$ cat src/design/pmul_pkg.sv
// shared constants and types of the polynomial multiplication unit
package pmul_pkg;

	// coefficient storage per operand
	localparam int MAX_COEFFS = 32;
	localparam int IDX_W = (MAX_COEFFS > 1) ? $clog2(MAX_COEFFS) : 1;
	localparam int CNT_W = $clog2(MAX_COEFFS + 1);
	// product degree count, up to 2 * MAX_COEFFS - 1
	localparam int TOT_W = CNT_W + 1;

	localparam int COEF_W = 32;
	localparam int PROD_W = 2 * COEF_W;
	// exact sum of up to MAX_COEFFS products plus sign
	localparam int ACC_W = PROD_W + CNT_W;
	localparam int FRAC_W = 16;

	typedef enum logic [2:0] {
		ST_LOAD,
		ST_START,
		ST_SETUP,
		ST_ISSUE,
		ST_DRAIN,
		ST_OUT
	} pmul_state_t;

	// term control that travels with the operand pair
	typedef struct packed {
		logic valid;
		logic first;
		logic last;
	} pmul_term_t;

endpackage

$ cat src/design/pmul_mac.sv
// shared multiply-accumulate unit with output shift and saturation
module pmul_mac
	import pmul_pkg::*;
(
	input  logic                     clk,
	input  logic                     arst_n,
	input  pmul_term_t               term,
	input  logic signed [COEF_W-1:0] a,
	input  logic signed [COEF_W-1:0] b,
	output logic                     done,
	output logic signed [COEF_W-1:0] coef,
	output logic                     sat
);

	logic signed [PROD_W-1:0] prod_s2;
	pmul_term_t               term_s2;
	logic signed [ACC_W-1:0]  acc_q;
	logic                     done_q;
	logic [ACC_W-FRAC_W-1:0]  shifted;
	logic [ACC_W-FRAC_W-COEF_W:0] upper;
	logic                     fits;

	always_ff @(posedge clk or negedge arst_n) begin
		if (!arst_n) begin
			term_s2 <= '0;
			done_q  <= 1'b0;
		end else begin
			term_s2 <= term;
			done_q  <= term_s2.valid & term_s2.last;
		end
	end

	always_ff @(posedge clk) begin
		prod_s2 <= a * b;
		if (term_s2.valid) begin
			acc_q <= (term_s2.first ? '0 : acc_q)
				+ {{(ACC_W-PROD_W){prod_s2[PROD_W-1]}}, prod_s2};
		end
	end

	// arithmetic shift right, then clip to the coefficient range
	assign shifted = acc_q[ACC_W-1:FRAC_W];
	assign upper   = shifted[ACC_W-FRAC_W-1:COEF_W-1];
	assign fits    = (&upper) | ~(|upper);

	always_comb begin
		if (fits) begin
			coef = shifted[COEF_W-1:0];
			sat  = 1'b0;
		end else begin
			coef = acc_q[ACC_W-1] ? {1'b1, {(COEF_W-1){1'b0}}} : {1'b0, {(COEF_W-1){1'b1}}};
			sat  = 1'b1;
		end
	end

	assign done = done_q;

endmodule
$ cat config.mk
export PLATFORM = sky130hd
export DESIGN_NAME = pmul_mac
export DESIGN_NICKNAME = d
export VERILOG_FILES = /design/src/design/pmul_pkg.sv /design/src/design/pmul_mac.sv
export SDC_FILE = /design/constraint.sdc
export NUM_CORES = 2
export LEC_CHECK = 0
export CORE_UTILIZATION = 60
export CTS_CLUSTER_SIZE = 20
export DETAILED_ROUTE_END_ITERATION = 8
export DONT_BUFFER_PORTS = 1
export GPL_ROUTABILITY_DRIVEN = 0
export PLACE_DENSITY = 0.81
export RECOVER_POWER = 100
export SLEW_MARGIN = 20
export SYNTH_ARGS = -nofsm -noshare
export SYNTH_HDL_FRONTEND = slang
export SYNTH_SLANG_ARGS = --single-unit
$ cat constraint.sdc
create_clock -name clk -period 11.1 [get_ports clk]
set_input_delay 1.11 -clock clk [delete_from_list [all_inputs] [get_ports clk]]
set_output_delay 1.11 -clock clk [all_outputs]
set_load 0.01 [all_outputs]
# Word level (Yosys, flattened, before mapping)
# Index checks and enable logic that the tools add are counted.
# Widths: inputs -> output; s select.
# word_totals
wordCells,17
register_bits,138
out_inout_bits,34
# classes
n_addsub,1
muxes,4
mul,1
reduce_logical,2
bitwise,3
# ops
operator,n
$add 70x70->70,1
$mux 70,1
$mul 32x32->64,1
$mux 32,2
$reduce_and 23->1,1
$reduce_or 23->1,1
$and 1x1->1,1
$mux 1,1
$not 1->1,1
$or 1x1->1,1

# Longest topological paths before layout
# logic_depth
depth_word,4
mapped_depth,30
ltp_nobuf,28

# Least setup slack after synthesis
# No wires, ideal clock.
# synth_path
path_type,input -> register
start,input a[31]
end,register prod_s2[61]
arrival_ns,8.267
setup_time_ns,0.072
path_stages,25
required_ns,11.028
setup_slack_ns,2.761
cell_sequence,clkbuf_1 nand2_1 inv_1 fa_1 inv_1 fa_1 inv_1 fa_1 fa_1 inv_1 fa_1 inv_1 fa_1 inv_1 fa_1 fa_1 inv_1 ha_1 clkbuf_1 nand4_1 or4_1 o21ai_1 a211oi_1 o21ai_0 xnor2_1
# synth_via
elab_chain_cells,1
# synth_lines
item,line_no,source
start: declaration,pmul_mac.sv:8,"input logic signed [COEF_W-1:0] a,"
$mul 32x32->64,pmul_mac.sv:34,prod_s2 <= a * b;
end signal: assignment,pmul_mac.sv:34,
end: declaration,pmul_mac.sv:15,logic signed [PROD_W-1:0] prod_s2;
# No other way between the ends.
# A chain may end at the register's enable or synchronous reset.

# Worst setup path after layout
# layout_path
start,input b[2]
end,register prod_s2[61]
# layout_via
elab_chain_cells,1
# layout_lines
item,line_no,source
start: declaration,pmul_mac.sv:9,"input logic signed [COEF_W-1:0] b,"
$mul 32x32->64,pmul_mac.sv:34,
# No other way between the ends.

==> flow_summary.json <==
{
  "outcome": "complete, but fails checks",
  "violations": "capacitance limit, slew limit",
  "final_antenna_net_count": 0,
  "ys_async_sr_fraction_pct": 2.899,
  "final_core_util_pct": 61.81,
  "synth_ff_type": "edfxtp_1",
  "drc": 0,
  "core_um2": 72830,
  "grt_overflow": 0,
  "ys_top_cells_by_count": "fa_1, inv_1, nand2_1",
  "setup_viol": 0,
  "setup.worst_path.class": "input pin to register",
  "cts_buffers": 17,
  "cts_resized": 0,
  "cts.sinks": 138,
  "dp_hpwl_um": 87340,
  "fp.dieH_um": 273.3,
  "grt_max_degree": 72,
  "worstPathArrival_ns": 8.95,
  "cap_violations": 2,
  "ys_seq_elements": 138,
  "cts_tree": "built",
  "startpoint_type": "input pin",
  "drive_gt1_share_pct": 0.9782,
  "slew_violations": 143,
  "worstSkewPairLatency_ns": 0.44,
  "crit_path_start": "b[2]",
  "r2r_cells": 13,
  "grt_pass1_wl_um": 186300,
  "path_max_fanout": 32,
  "h-tree-depth": 4,
  "antenna_found_initial": 1,
  "io_pins": 103,
  "syn2layout_area_growth_pct": 1.926,
  "finalHoldViolations": 0,
  "fillers": 5868,
  "rsz0062_at_grt": "no",
  "cts.clk_slew.worst_paths_ns": 0.06,
  "syn_area_um2": 44170,
  "die_area_um2": 74700,
  "n_antenna_cell": 0,
  "synth_most_common_cell": "fa_1",
  "wirelength_um": 112500,
  "avgViaCountPerCell": 5.819,
  "numPortBuffers": 0,
  "end_kind": "register",
  "setup_tns_ns": 0,
  "crit_required_ns": 11.46,
  "ctsLongestPathBuffers": 2,
  "synthesis.nets": 6104,
  "firstDrtPassIters": 6,
  "netlist_instances": 4699,
  "r2r-end": "acc_q[66]$_DFFE_PP_",
  "synth_edf_count": 70,
  "fmax_ghz": 0.1164,
  "synthTopCellsByArea": "fa_1, inv_1, and2_1",
  "yosysTopAreaCell": "fa_1",
  "fin_crit_ns": 8.591,
  "ys_seq_area_share_pct": 7.887,
  "crit_path_end": "prod_s2[61]$_DFF_P_",
  "yosysTopAreaCellShare_pct": 49.09,
  "yosysWarningCount": 0,
  "tightest_slew_ns": 4.246,
  "grt.total_usage_pct": 32.30,
  "initial_utilization_pct": 60.64,
  "fin_worst_skew_ns": 0.01408,
  "maxSlewHeadroom_pct": -183.1,
  "syn_area_per_cell_um2": 9.399,
  "num_vias": 31760,
  "yosysUniqueCellTypes": 73,
  "cts_setup_buffers": 0,
  "hold_class": "input pin to asynchronous set/reset pin",
  "reg2reg_from": "term_s2[1]$_DFF_PN0_",
  "cts_root_buf": "clkbuf_16",
  "fin_hold_ws_ns": 0.3715,
  "grt_pass1_vias": 35940,
  "postCtsHoldBufs": 0,
  "rows": 99,
  "wire_per_inst_um": 20.62,
  "drt_iter0_drc": 2392,
  "final.period_utilization_pct": 77.40,
  "nets": 5890,
  "rrSetupSlack_ns": 3.45,
  "die_x_um": 273.3
}
==> metal layers <==
layer / vias to the layer above / wire, um / GRT usage [%]
met4: 0 / 8663 / 20.38
met5: - / 0 / 0
met3: 469 / 8074 / 4.746
li1: 13570 / - / -
met2: 1443 / 56250 / 56.32
met1: 16280 / 39540 / 37.38
==> sequential cells by signal (all words and copies together) (netlist names) <==
| name | cells |
|---|---|
| prod_s2 | 64 |
| term_s2 | 3 |
| acc_q | 70 |
| done | 1 |
==> worst max-delay path, stage by stage <==
cell	delay, ns
nand2_1	0.10
inv_1	0.10
fa_1	0.62
fa_1	0.47
fa_1	0.75
fa_1	0.98
inv_1	0.40
fa_1	0.59
inv_1	0.06
fa_1	0.53
inv_1	0.05
fa_1	0.46
fa_1	0.51
inv_1	0.04
ha_1	0.40
nand4_1	0.11
or4_1	0.52
o21ai_0	0.49
a211oi_1	0.19
o21ai_0	0.27
xnor2_1	0.16
==> how the worst min path moves through the flow <==
stage	startpoint	end	slack, ns	cells after the start
after global placement	term_s2[0]$_DFF_PN0_	done$_DFF_PN0_	0.43	1
after detailed placement	term_s2[0]$_DFF_PN0_	done$_DFF_PN0_	0.44	1
after CTS	arst_n	term_s2[2]$_DFF_PN0_	0.35	0
after global routing	arst_n	term_s2[2]$_DFF_PN0_	0.35	0
after floorplan	term_s2[0]$_DFF_PN0_	done$_DFF_PN0_	0.43	1
final	arst_n	term_s2[2]$_DFF_PN0_	0.37	0
==> layout by cell type (no fill, tap or decap), drive strengths merged, types with 64 or more instances in the layout <==
cell / Yosys / routed
ha: 253 / 253
o21ai: 104 / 104
xnor2: 98 / 98
a21oi: 142 / 142
and2: 517 / 517
fa: 1083 / 1083
nor2: 112 / 112
dfxtp: 64 / 64
inv: 1028 / 1034
nand2: 536 / 536
edfxtp: 70 / 70
a21o: 94 / 94
==> cell families (layout without fill, tap and decap cells) <==
family	count (synthesis)	count (layout)	synth area share, %
simple gates	1345	1345	15.38
fa+ha+maj	1336	1336	56.26
buf+inv	1266	1065	10.78
compound gates	475	475	6.941
xor+xnor	139	139	2.756
flops	138	138	7.887
==> final cells by class <==
type	count	area, um2	area share, %
clock buffers	21	503.0	1.117
clock inverters	11	102.6	0.2279
inverters	1029	3862	8.580
multi-input cells	3295	35840	79.62
flip-flops and latches	138	3486	7.743
well taps	959	1200	2.665
repair buffers	4	18.77	0.04169
==> metrics by stage <==
| step | cell area [um2] | setup slack [ns] | std cells |
|---|---|---|---|
| floorplan | 44170 | 2.761 | 4699 |
| global placement | 44510 | 2.540 | 5425 |
| detailed placement | 44510 | 2.238 | 5425 |
| CTS | 45110 | 2.678 | 5457 |
| global route | 45020 | 2.091 | 5457 |
| finish | 45020 | 2.509 | 5457 |
Power is not shown: default switching activity piles up to over one toggle a cycle in this logic, so the estimate is an artifact.
